**src/hdl/slr_pkg.sv**
```systemverilog
package slr_pkg;

    // Sequencer states.
    typedef enum logic [2:0] {
        S_IDLE,
        S_MRD,
        S_MCMP,
        S_PRD,
        S_PCMP,
        S_ERD,
        S_EOUT
    } t_state;

    // Character codes.
    localparam logic [7:0] CHAR_LF        = 8'd10;
    localparam logic [7:0] CHAR_CR        = 8'd13;
    localparam logic [7:0] CHAR_SPACE     = 8'd32;
    localparam logic [7:0] CHAR_PLUS      = 8'd43;
    localparam logic [7:0] CHAR_MINUS     = 8'd45;
    localparam logic [7:0] CHAR_ZERO      = 8'd48;
    localparam logic [7:0] CHAR_NINE      = 8'd57;

    // Configuration map.
    localparam int          TOPIC_REGS      = 4;
    localparam int          TOPIC_W         = 64;
    localparam int          CFG_IDX_W       = 3;
    localparam int          TCOUNT_W        = 3;
    localparam logic [2:0]  CFG_TOPIC_COUNT = 3'd4;

    // Result packing.
    localparam int DATA_W        = 48;
    localparam int USER_W        = 4;
    localparam int NUM_W         = 32;
    localparam int LEN_W         = 5;
    localparam int DATA_NUM_LSB  = 7;
    localparam int DATA_OVF_BIT  = 39;
    localparam int DATA_LEN_LSB  = 40;
    localparam int USER_MATCHED  = 0;
    localparam int USER_VALID    = 3;

endpackage

```
**src/hdl/slr_ram.sv**
```systemverilog
module slr_ram #(
    parameter int WIDTH = 8,
    parameter int DEPTH = 32
) (
    input  logic                     i_clk,
    input  logic                     i_we,
    input  logic [$clog2(DEPTH)-1:0] i_waddr,
    input  logic [WIDTH-1:0]         i_wdata,
    input  logic [$clog2(DEPTH)-1:0] i_raddr,
    output logic [WIDTH-1:0]         o_rdata
);

    logic [WIDTH-1:0] r_mem [DEPTH];
    logic [WIDTH-1:0] r_rdata;

    always_ff @(posedge i_clk) begin
        if (i_we) begin
            r_mem[i_waddr] <= i_wdata;
        end
        r_rdata <= r_mem[i_raddr];
    end

    assign o_rdata = r_rdata;

endmodule

```
**src/hdl/serial_topic_line_router.sv**
```systemverilog
// Channel  | Dir | Payload                                          | Handshake
// ---------+-----+--------------------------------------------------+-----------------------
// s_axis   | in  | tdata[7:0] rx_byte                               | tvalid/tready
// m_axis   | out | tdata payload/number/overflow/length, tuser flags| tvalid/tready, tlast
// i_cfg    | in  | i_cfg_idx selects topic 0..3 or topic count      | i_cfg_we, no wait
//
// A byte that does not end a line is transferred and stored, with input ready again.
// A line end runs the sequencer over the line store, whose registered read gives each
// step a read and a work state: MRD/MCMP per topic character compared (plus the trailing
// space), PRD/PCMP per sign or digit parsed, ERD/EOUT per payload byte sent; EOUT stalls.
// i_rst_n is synchronous, active low; it clears the state, fill count, output valid and config registers.
// The result register is separate from the input side: a new byte is taken while the
// last result of a line still waits for m_axis_tready.
module serial_topic_line_router #(
    parameter int LINE_BYTES  = 32,
    parameter int TOPIC_SLOTS = 4,
    parameter int TOPIC_CHARS = 8
) (
    input  logic                            i_clk,
    input  logic                            i_rst_n,
    input  logic                            i_cfg_we,
    input  logic [slr_pkg::CFG_IDX_W-1:0]   i_cfg_idx,
    input  logic [slr_pkg::TOPIC_W-1:0]     i_cfg_data,
    input  logic                            s_axis_tvalid,
    output logic                            s_axis_tready,
    input  logic [7:0]                      s_axis_tdata,   // [7:0] rx_byte
    output logic                            m_axis_tvalid,
    input  logic                            m_axis_tready,
    // [6:0] payload_byte, [38:7] number_value, [39] number_overflow,
    // [44:40] line_length, [47:45] zero
    output logic [slr_pkg::DATA_W-1:0]      m_axis_tdata,
    // [0] matched, [2:1] topic_index, [3] byte_valid
    output logic [slr_pkg::USER_W-1:0]      m_axis_tuser,
    output logic                            m_axis_tlast
);

    localparam int DEPTH = LINE_BYTES - 2;
    localparam int AW    = $clog2(DEPTH);
    localparam int CW    = $clog2(DEPTH + 1);
    localparam int PW    = $clog2(LINE_BYTES + TOPIC_CHARS);

    slr_pkg::t_state r_state, n_state;

    logic [slr_pkg::TOPIC_W-1:0]  r_topic [slr_pkg::TOPIC_REGS];
    logic [slr_pkg::TCOUNT_W-1:0] r_tcount;

    logic [CW-1:0]  r_count, n_count;
    logic [PW-1:0]  r_pos, n_pos;
    logic [PW-1:0]  r_start, n_start;
    logic [1:0]     r_ti, n_ti;
    logic           r_hit, n_hit;
    logic           r_none, n_none;
    logic           r_first, n_first;
    logic           r_neg, n_neg;
    logic [31:0]    r_wv, n_wv;
    logic [32:0]    r_mag, n_mag;

    logic                        r_mvalid, n_mvalid;
    logic [slr_pkg::DATA_W-1:0]  r_mdata, n_mdata;
    logic [slr_pkg::USER_W-1:0]  r_muser, n_muser;
    logic                        r_mlast, n_mlast;

    logic                            in_ok;
    logic                            storable;
    logic                            is_end;
    logic                            ram_we;
    logic [6:0]                      ram_rdata;
    logic [slr_pkg::TCOUNT_W-1:0]    slots;
    logic [7:0]                      lc;
    logic [7:0]                      tc;
    logic                            lc_digit;
    logic [36:0]                     mag_x10;
    logic [32:0]                     mag_sat;
    logic [31:0]                     wv_x10;
    logic                            ovf;
    logic [31:0]                     value;
    logic                            out_free;
    logic                            item_last;

    // Input side: ready only while waiting for bytes.
    assign s_axis_tready = (r_state == slr_pkg::S_IDLE);
    assign in_ok         = s_axis_tvalid && s_axis_tready;
    assign storable      = !s_axis_tdata[7] && (s_axis_tdata[6:5] != 2'b00);
    assign is_end        = (s_axis_tdata == slr_pkg::CHAR_LF) ||
                           (s_axis_tdata == slr_pkg::CHAR_CR);
    assign ram_we        = in_ok && storable && (r_count < CW'(DEPTH));

    // Line store: written at the fill count, read at the sequencer position.
    slr_ram #(
        .WIDTH (7),
        .DEPTH (DEPTH)
    ) u_line_ram (
        .i_clk   (i_clk),
        .i_we    (ram_we),
        .i_waddr (r_count[AW-1:0]),
        .i_wdata (s_axis_tdata[6:0]),
        .i_raddr (r_pos[AW-1:0]),
        .o_rdata (ram_rdata)
    );

    // Clamp the topic count to the slots that exist.
    assign slots = (r_tcount > slr_pkg::TCOUNT_W'(TOPIC_SLOTS)) ?
                   slr_pkg::TCOUNT_W'(TOPIC_SLOTS) : r_tcount;

    // Shared compare operands: line character and topic character at the position.
    assign lc = (r_pos < PW'(r_count)) ? {1'b0, ram_rdata} : 8'd0;
    assign tc = (r_pos < PW'(TOPIC_CHARS)) ?
                r_topic[r_ti][{r_pos[2:0], 3'b000} +: 8] : 8'd0;

    // Digit step: multiply by ten with shifts, saturate the magnitude.
    assign lc_digit = (lc >= slr_pkg::CHAR_ZERO) && (lc <= slr_pkg::CHAR_NINE);
    assign mag_x10  = ({4'd0, r_mag} << 3) + ({4'd0, r_mag} << 1) + 37'(lc[3:0]);
    assign mag_sat  = (mag_x10 > 37'h1_0000_0000) ? 33'h1_0000_0001 : mag_x10[32:0];
    assign wv_x10   = (r_wv << 3) + (r_wv << 1) + 32'(lc[3:0]);

    assign ovf   = r_neg ? (r_mag > 33'h0_8000_0000) : (r_mag > 33'h0_7FFF_FFFF);
    assign value = r_neg ? (32'd0 - r_wv) : r_wv;

    assign out_free  = !r_mvalid || m_axis_tready;
    assign item_last = r_none || ((r_pos + PW'(1)) >= PW'(r_count));

    always_comb begin
        n_state  = r_state;
        n_count  = r_count;
        n_pos    = r_pos;
        n_start  = r_start;
        n_ti     = r_ti;
        n_hit    = r_hit;
        n_none   = r_none;
        n_first  = r_first;
        n_neg    = r_neg;
        n_wv     = r_wv;
        n_mag    = r_mag;
        n_mvalid = r_mvalid;
        n_mdata  = r_mdata;
        n_muser  = r_muser;
        n_mlast  = r_mlast;

        // Drop the held result once it is taken.
        if (r_mvalid && m_axis_tready) begin
            n_mvalid = 1'b0;
        end

        unique case (r_state)
            slr_pkg::S_IDLE: begin
                if (in_ok) begin
                    if (ram_we) begin
                        n_count = r_count + CW'(1);
                    end
                    if (is_end) begin
                        n_ti    = 2'd0;
                        n_pos   = '0;
                        n_hit   = 1'b0;
                        n_none  = 1'b0;
                        n_first = 1'b1;
                        n_neg   = 1'b0;
                        n_wv    = '0;
                        n_mag   = '0;
                        if (slots == '0) begin
                            n_none  = 1'b1;
                            n_state = slr_pkg::S_EOUT;
                        end else begin
                            n_state = slr_pkg::S_MRD;
                        end
                    end
                end
            end
            slr_pkg::S_MRD: begin
                n_state = slr_pkg::S_MCMP;
            end
            slr_pkg::S_MCMP: begin
                priority if ((tc == lc) && (tc != 8'd0)) begin
                    n_pos   = r_pos + PW'(1);
                    n_state = slr_pkg::S_MRD;
                end else if ((tc == 8'd0) && (lc == slr_pkg::CHAR_SPACE)) begin
                    // Topic ended on a space: payload starts after it.
                    n_hit   = 1'b1;
                    n_pos   = r_pos + PW'(1);
                    n_start = r_pos + PW'(1);
                    n_state = slr_pkg::S_PRD;
                end else if (({1'b0, r_ti} + 3'd1) < slots) begin
                    n_ti    = r_ti + 2'd1;
                    n_pos   = '0;
                    n_state = slr_pkg::S_MRD;
                end else begin
                    n_none  = 1'b1;
                    n_state = slr_pkg::S_EOUT;
                end
            end
            slr_pkg::S_PRD: begin
                n_state = slr_pkg::S_PCMP;
            end
            slr_pkg::S_PCMP: begin
                priority if (r_first && (lc == slr_pkg::CHAR_PLUS)) begin
                    n_first = 1'b0;
                    n_pos   = r_pos + PW'(1);
                    n_state = slr_pkg::S_PRD;
                end else if (r_first && (lc == slr_pkg::CHAR_MINUS)) begin
                    n_first = 1'b0;
                    n_neg   = 1'b1;
                    n_pos   = r_pos + PW'(1);
                    n_state = slr_pkg::S_PRD;
                end else if (lc_digit) begin
                    n_first = 1'b0;
                    n_wv    = wv_x10;
                    n_mag   = mag_sat;
                    n_pos   = r_pos + PW'(1);
                    n_state = slr_pkg::S_PRD;
                end else begin
                    n_pos = r_start;
                    if (r_start < PW'(r_count)) begin
                        n_state = slr_pkg::S_ERD;
                    end else begin
                        n_none  = 1'b1;
                        n_state = slr_pkg::S_EOUT;
                    end
                end
            end
            slr_pkg::S_ERD: begin
                n_state = slr_pkg::S_EOUT;
            end
            slr_pkg::S_EOUT: begin
                if (out_free) begin
                    n_mvalid = 1'b1;
                    n_mlast  = item_last;
                    n_mdata  = {3'd0,
                                slr_pkg::LEN_W'(r_count),
                                item_last && r_hit && ovf,
                                (item_last && r_hit) ? value : 32'd0,
                                r_none ? 7'd0 : ram_rdata};
                    n_muser  = {!r_none, r_hit ? r_ti : 2'd0, r_hit};
                    if (item_last) begin
                        n_count = '0;
                        n_state = slr_pkg::S_IDLE;
                    end else begin
                        n_pos   = r_pos + PW'(1);
                        n_state = slr_pkg::S_ERD;
                    end
                end
            end
            default: begin
                n_state = slr_pkg::S_IDLE;
            end
        endcase
    end

    always_ff @(posedge i_clk) begin
        if (!i_rst_n) begin
            r_state  <= slr_pkg::S_IDLE;
            r_count  <= '0;
            r_mvalid <= 1'b0;
        end else begin
            r_state  <= n_state;
            r_count  <= n_count;
            r_mvalid <= n_mvalid;
        end
    end

    // Sequencer working registers and result payload: no reset needed.
    always_ff @(posedge i_clk) begin
        r_pos   <= n_pos;
        r_start <= n_start;
        r_ti    <= n_ti;
        r_hit   <= n_hit;
        r_none  <= n_none;
        r_first <= n_first;
        r_neg   <= n_neg;
        r_wv    <= n_wv;
        r_mag   <= n_mag;
        r_mdata <= n_mdata;
        r_muser <= n_muser;
        r_mlast <= n_mlast;
    end

    // Configuration registers; writes beyond the map are ignored.
    always_ff @(posedge i_clk) begin
        if (!i_rst_n) begin
            for (int i = 0; i < slr_pkg::TOPIC_REGS; i++) begin
                r_topic[i] <= '0;
            end
            r_tcount <= '0;
        end else if (i_cfg_we) begin
            if (i_cfg_idx < slr_pkg::CFG_TOPIC_COUNT) begin
                r_topic[i_cfg_idx[1:0]] <= i_cfg_data;
            end else if (i_cfg_idx == slr_pkg::CFG_TOPIC_COUNT) begin
                r_tcount <= i_cfg_data[slr_pkg::TCOUNT_W-1:0];
            end
        end
    end

    assign m_axis_tvalid = r_mvalid;
    assign m_axis_tdata  = r_mdata;
    assign m_axis_tuser  = r_muser;
    assign m_axis_tlast  = r_mlast;

endmodule

```
**config.mk**
```make
export PLATFORM = sky130hd
export DESIGN_NAME = serial_topic_line_router
export DESIGN_NICKNAME = d
export VERILOG_FILES = /design/src/hdl/slr_pkg.sv /design/src/hdl/slr_ram.sv /design/src/hdl/serial_topic_line_router.sv
export SDC_FILE = /design/constraint.sdc
export NUM_CORES = 1
export LEC_CHECK = 0
export BUFFER_PORTS_ARGS = -buffer_cell sky130_fd_sc_hd__clkbuf_2
export CORE_ASPECT_RATIO = 1.25
export CORE_UTILIZATION = 39
export DETAILED_ROUTE_END_ITERATION = 8
export HOLD_SLACK_MARGIN = 0.15
export PLACE_DENSITY = 0.54
export REMOVE_ABC_BUFFERS = 1
export SETUP_SLACK_MARGIN = 0.02
export SYNTH_ARGS = -nofsm -noshare
export SYNTH_HDL_FRONTEND = slang
export SYNTH_SLANG_ARGS = --single-unit
```
**constraint.sdc**
```tcl
create_clock -name i_clk -period 13.2 [get_ports i_clk]
set_input_delay 2.64 -clock i_clk [delete_from_list [all_inputs] [get_ports i_clk]]
set_output_delay 2.64 -clock i_clk [all_outputs]
set_load 0.02 [all_outputs]
```
==> results.json, run 1 <==
{
  "period_share_pct": 54.22,
  "end_kind": "flop",
  "synthMuxAreaShare_pct": 10.05,
  "cts_sinks": 620,
  "dp_hpwl_um": 48360,
  "cp-start-kind": "flop",
  "critical_path_peak_fanout": 27,
  "root_buffer": "clkbuf_16",
  "cts_resized": 0,
  "rsz0062_at_grt": "false",
  "synth_warnings": 0,
  "drtPass1Iterations": 5,
  "synth_area_per_cell_um2": 13.40,
  "p_total_uw": 5571,
  "synth_compound_area_share_pct": 7.218,
  "synth_edf_count": 599,
  "cts.htree.levels": 3,
  "io_pins": 135,
  "timing.fmax_ghz": 0.1397,
  "synthFlopType": "edfxtp_1",
  "viasPerCell": 5.436,
  "drtIter0Drc": 1321,
  "grt_pass1_wl_um": 114700,
  "yosys.area_share.simple_pct": 10.86,
  "gr-total-overflow": 0,
  "multi_input_area_um2": 11400,
  "status": "finished, final reports clean",
  "crit_type": "reg2reg",
  "final_nets": 2643,
  "grt.total_usage_pct": 18.90,
  "grt_max_degree": 66,
  "regArea_um2": 18410,
  "wirelength_um": 74780,
  "period_needed_ps": 7158,
  "fin_skew_ps": 26.35,
  "ys_ff_latch": 620,
  "cp.arrival_ps": 7570,
  "synth-xor-area-share_pct": 2.634,
  "die_w_um": 252.5,
  "yosysSeqAreaShare_pct": 60.17,
  "grt_pass1_vias": 19640,
  "drv_slew": 0,
  "min_path_type": "reg2reg",
  "area_growth_pct": 12.83,
  "synth_cell_types": 76,
  "postRouteAntennaNets": 0,
  "start_util_pct": 39.50,
  "utilization_pct": 44.57,
  "syn_area_um2": 30590,
  "synthCells": 2284,
  "cts_tree": "built",
  "antenna_found_initial": 2,
  "max-cap-violations": 0,
  "rows": 114,
  "wl_per_cell_um": 21.32,
  "drc": 0,
  "layout_commonest_cell": "edfxtp_1",
  "p_leak_uw": 0.01266,
  "cts_buffer_depth": 3,
  "cp.required_ps": 13610,
  "cellPowerDensity_nw_per_um2": 161.4,
  "vias": 19060,
  "antenna_cells": 0,
  "max_slew.worst_pin.slew_ps": 1288,
  "synth_fa_ha_area_share_pct": 6.233,
  "core_area_um2": 77450,
  "hold_viol": 0,
  "post_cts_buffers": 0,
  "die_h_um": 315.1,
  "setup_viol": 0,
  "cts_buffers": 66,
  "num-fill-cells": 7035,
  "cts_hold_buf": 0,
  "dieArea_um2": 79580,
  "place_congestion": 0.8562,
  "final_area_um2": 34520,
  "synthArstFlopShare_pct": 0,
  "clkLatencyLatePin_ps": 630,
  "clkTransAtPathRegs_ps": 60,
  "final_cell_mix": "599 x edfxtp_1, 352 x nor2_1, 149 x nand2_1",
  "slew-limit-headroom_pct": 13.49,
  "placed_area_um2": 32410,
  "portBuffers": 131,
  "ir_worst_vdd_uv": 97.43,
  "synth_top_family_by_area": "simple AND/OR/NAND/NOR gates",
  "drive_gt1_share_pct": 16.61
}
==> cell type report <==
type / count / area share (%)
Inverter: 111 / 1.207
Multi-Input combinational cell: 1454 / 33.02
Clock inverter: 26 / 0.8373
Tap cell: 1044 / 3.784
Sequential cell: 620 / 53.34
Timing Repair Buffer: 160 / 2.530
Clock buffer: 92 / 5.277
==> power by group <==
| part | internal (µW) | switching, µW |
|---|---|---|
| clock network | 1070 | 770 |
| logic | 560 | 787 |
| registers | 2290 | 94.7 |
| total | 3920 | 1650 |
==> synth_stat cells (30+ instances only) <==
cell type    n  area share, %
o21ai_0     43           0.70
edfxtp_1   599             59
ha_1       146            6.0
xor2_1      51            1.5
nor4_1      30           0.61
mux2i_1     35            1.1
inv_1      111            1.4
a21oi_1     67            1.1
mux4_2     112            8.2
clkbuf_1    73           0.90
nand2_1    150            1.8
nor2_1     354            4.3
a21o_1      36           0.88
xnor2_1     41            1.2
nand3_1     33           0.54
==> through the flow <==
stage          setup slack [ps]  setup TNS (ps)  std cells  hold WS (ps)
2_1_floorplan             -1152          -74870       2185         456.3
3_3_place_gp               6235               0       3389         511.2
3_5_place_dp               6101               0       3389         526.8
4_1_cts                    6085               0       3507         546.8
5_1_grt                    5696               0       3507         563.2
6_report                   6042               0       3507         539.0
==> critical path: stages, from the launching register on <==
cell       delay (ps)
edfxtp_1          930
ha_1              400
a21o_1            190
a211oi_1          390
and2_0            330
nand2_1           170
fa_1              520
fa_1              490
nand2b_1          180
a211o_1           320
a2111oi_4         500
or3_4             230
a21oi_2            60
xnor2_1           190
or4b_1            450
or4_1             570
o21ba_1           580
nor4b_1           430
==> kinds of logic (layout without fill, tap and decap cells) <==
family | Yosys count | in the layout
other | 1 | 3
XOR/XNOR | 92 | 92
multiplexers | 165 | 165
buffers and inverters | 212 | 389
flip-flops | 620 | 620
AND/OR/NAND/NOR | 725 | 725
adder cells (fa/ha/maj) | 150 | 150
AO/OA/AOI/OAI | 319 | 319
==> metal layers <==
layer,up-vias,share of wire [%],GRT usage [%]
li1,8896,-,-
met2,509,50,32.37
met1,9555,42,24.50
met3,101,5.3,2.782
met5,-,0.017,0
met4,2,2.3,6.212
==> sequential cells by signal (all words and copies together), names as in the netlist, 4 cells and up, named ones only <==
signal              cells
m_axis_tdata           45
r_mag                  33
u_line_ram.r_mem      210
u_line_ram.o_rdata      7
r_pos                   6
r_wv                   32
r_count                 5
r_topic               256
r_start                 6
m_axis_tuser            4
==> worst paths after layout <==
kind | from | endpoint | slack [ps] | cells after the start
setup / recovery | r_pos[3] | r_mag[4] | 6040 | 17
hold / removal | r_tcount[0] | r_tcount[0] | 540 | 2
setup reg to reg | r_pos[3] | r_mag[4] | 6040 | 17
hold reg to reg | r_tcount[0] | r_tcount[0] | 540 | 2
Power figures use the tool's default switching activity.
==> run 2: changes to the inputs <==
==> constraint.sdc (replaced) <==
create_clock -name i_clk -period 6.5 [get_ports i_clk]
set_input_delay 1.3 -clock i_clk [delete_from_list [all_inputs] [get_ports i_clk]]
set_output_delay 1.3 -clock i_clk [all_outputs]
set_load 0.02 [all_outputs]
==> run 2 against run 1 <==
- register-to-register slack got worse by 5600 ps
- clock power rose by 110%
- count of clock-buffer cells in the layout fell by 10
- power rose by 100%
- design area rose by 0.45%
- routed wire length rose by 0.71%
- critical path depth did not move
==> results.json, run 2 (same netlist as run 1, synthesis figures left out) <==
{
  "cts_tree": "built",
  "cp-start-kind": "flop",
  "cp_cell_sequence": "ha_1 -> a21o_1 -> a211oi_2 -> and2_1 -> nand2_1 -> fa_1 -> fa_1 -> nand2b_1 -> a211o_1 -> a2111oi_4 -> or3_4 -> a21oi_2 -> xnor2_1 -> or4b_1 -> or4_1 -> o21ba_4 -> nor4b_1",
  "grt.total_usage_pct": 18.91,
  "die_w_um": 252.5,
  "largest_register": "r_topic",
  "largest_register_ffs": 256,
  "cp_slowest_cell": "or4_1",
  "final_nets": 2657,
  "cts_sinks": 620,
  "die_h_um": 315.1,
  "max_slew.worst_pin.slew_ps": 1045,
  "cts_hold_buf": 0,
  "wirelength_um": 75310,
  "place_congestion": 0.8767,
  "critical_path_peak_fanout": 27,
  "status": "finished, final reports clean",
  "area_growth_pct": 13.34,
  "final_cell_mix": "599 x edfxtp_1, 352 x nor2_1, 149 x nand2_1",
  "path_buf_inv": 0,
  "cts_buffers": 68,
  "ir_worst_vdd_uv": 169.1,
  "dieArea_um2": 79580,
  "drv_slew": 0,
  "crit_type": "reg2reg",
  "postRouteAntennaNets": 0,
  "num-fill-cells": 6955,
  "period_needed_ps": 6032,
  "clkLatencyLatePin_ps": 630,
  "slowest_delay_ps": 590,
  "root_buffer": "clkbuf_16",
  "io_pins": 135,
  "p_total_uw": 11380,
  "rsz0062_at_grt": "false",
  "period_share_pct": 92.80,
  "placed_cells": 3401,
  "start_util_pct": 39.50,
  "rows": 114,
  "tns_ps": 0,
  "fin_skew_ps": 26.23,
  "regArea_um2": 18410,
  "post_cts_buffers": 0,
  "timing.fmax_ghz": 0.1658,
  "end_kind": "flop",
  "drtIter0Drc": 1423,
  "vias": 19190,
  "final_area_um2": 34670,
  "viasPerCell": 5.449,
  "cellPowerDensity_nw_per_um2": 328.3,
  "p_leak_uw": 0.01274,
  "wl_per_cell_um": 21.38,
  "drc": 0,
  "multi_input_area_um2": 11410,
  "critPathTopFamily": "simple AND/OR/NAND/NOR gates",
  "antenna_found_initial": 1,
  "post-place-ws_ps": 43.50,
  "final_cells": 3522,
  "cts.htree.levels": 3,
  "grt_pass1_wl_um": 114300,
  "grt_pass1_vias": 19570,
  "layout_commonest_cell": "edfxtp_1",
  "drtPass1Iterations": 5,
  "cts_buffer_depth": 3,
  "max-cap-violations": 0,
  "slew-limit-headroom_pct": 30.34,
  "clkTransAtPathRegs_ps": 60,
  "dp_hpwl_um": 48880,
  "crit_path_frequent_cell": "fa_1",
  "fin_ws_ps": 468.1,
  "drive_gt1_share_pct": 17.39,
  "grt_max_degree": 66,
  "cp.required_ps": 6920,
  "core_area_um2": 77450,
  "cp.arrival_ps": 6450,
  "setup_viol": 0,
  "placed_area_um2": 32510,
  "antenna_cells": 0,
  "portBuffers": 131,
  "min_path_type": "reg2reg",
  "gr-total-overflow": 0,
  "hold_viol": 0
}
[run 2: cell types whose count changed in the layout (fill, tap and decap cells not counted), sizes merged]
cell / before / now
clkinv: 17 / 22
clkinvlp: 0 / 5
buf: 29 / 41
clkbuf: 223 / 213
inv: 115 / 118
[run 2: per-stage QoR]
stage	utilization [%]	hold slack, ps
2_1_floorplan	-	456.3
3_3_place_gp	41.98	516.2
3_5_place_dp	41.98	524.9
4_1_cts	44.75	539.3
5_1_grt	44.77	560.2
6_report	44.77	541.0
[run 2: path summary, 6_finish.rpt]
path	startpoint	endpoint	slack, ps	depth (start not counted)
worst max-delay path	r_pos[3]	r_mag[1]	470	17
worst min-delay path	r_tcount[2]	r_tcount[2]	540	2
worst max register to register	r_pos[3]	r_mag[1]	470	17
worst min register to register	r_tcount[2]	r_tcount[2]	540	2
[run 2: final cells by class]
cell class | instances | share of cell area (%)
clock buffer | 82 | 5.059
sequential | 620 | 53.10
timing repair buffer | 172 | 2.815
inverter | 111 | 1.202
multi-input combinational | 1454 | 32.91
tap | 1044 | 3.767
clock inverter | 39 | 1.147
[run 2: timing repair]
item | in CTS | in global routing
setup endpoints to repair | 0 | 27
resized for setup | 0 | 4
endpoints found under the hold margin | 0 | 0
[run 2: worst reg2reg max path: stages, from the launching register on]
cell and delay, ps:
edfxtp_1 390, ha_1 300, a21o_1 200, a211oi_2 310
and2_1 260, nand2_1 140, fa_1 510, fa_1 490
nand2b_1 180, a211o_1 320, a2111oi_4 480, or3_4 230
a21oi_2 60, xnor2_1 200, or4b_1 450, or4_1 590
o21ba_4 360, nor4b_1 340
[run 2: where the power goes]
part | internal (µW) | switching [µW]
logic | 1150 | 1580
clock network | 2150 | 1640
registers | 4650 | 203
[run 2: metal layers]
metal	vias up	track usage (%)	part of all wire, %
li1	8925	-	-
met1	9620	24.24	42
met2	528	32.22	50
met3	116	3.327	5.6
met4	2	6.419	2.7
met5	-	0	0.017
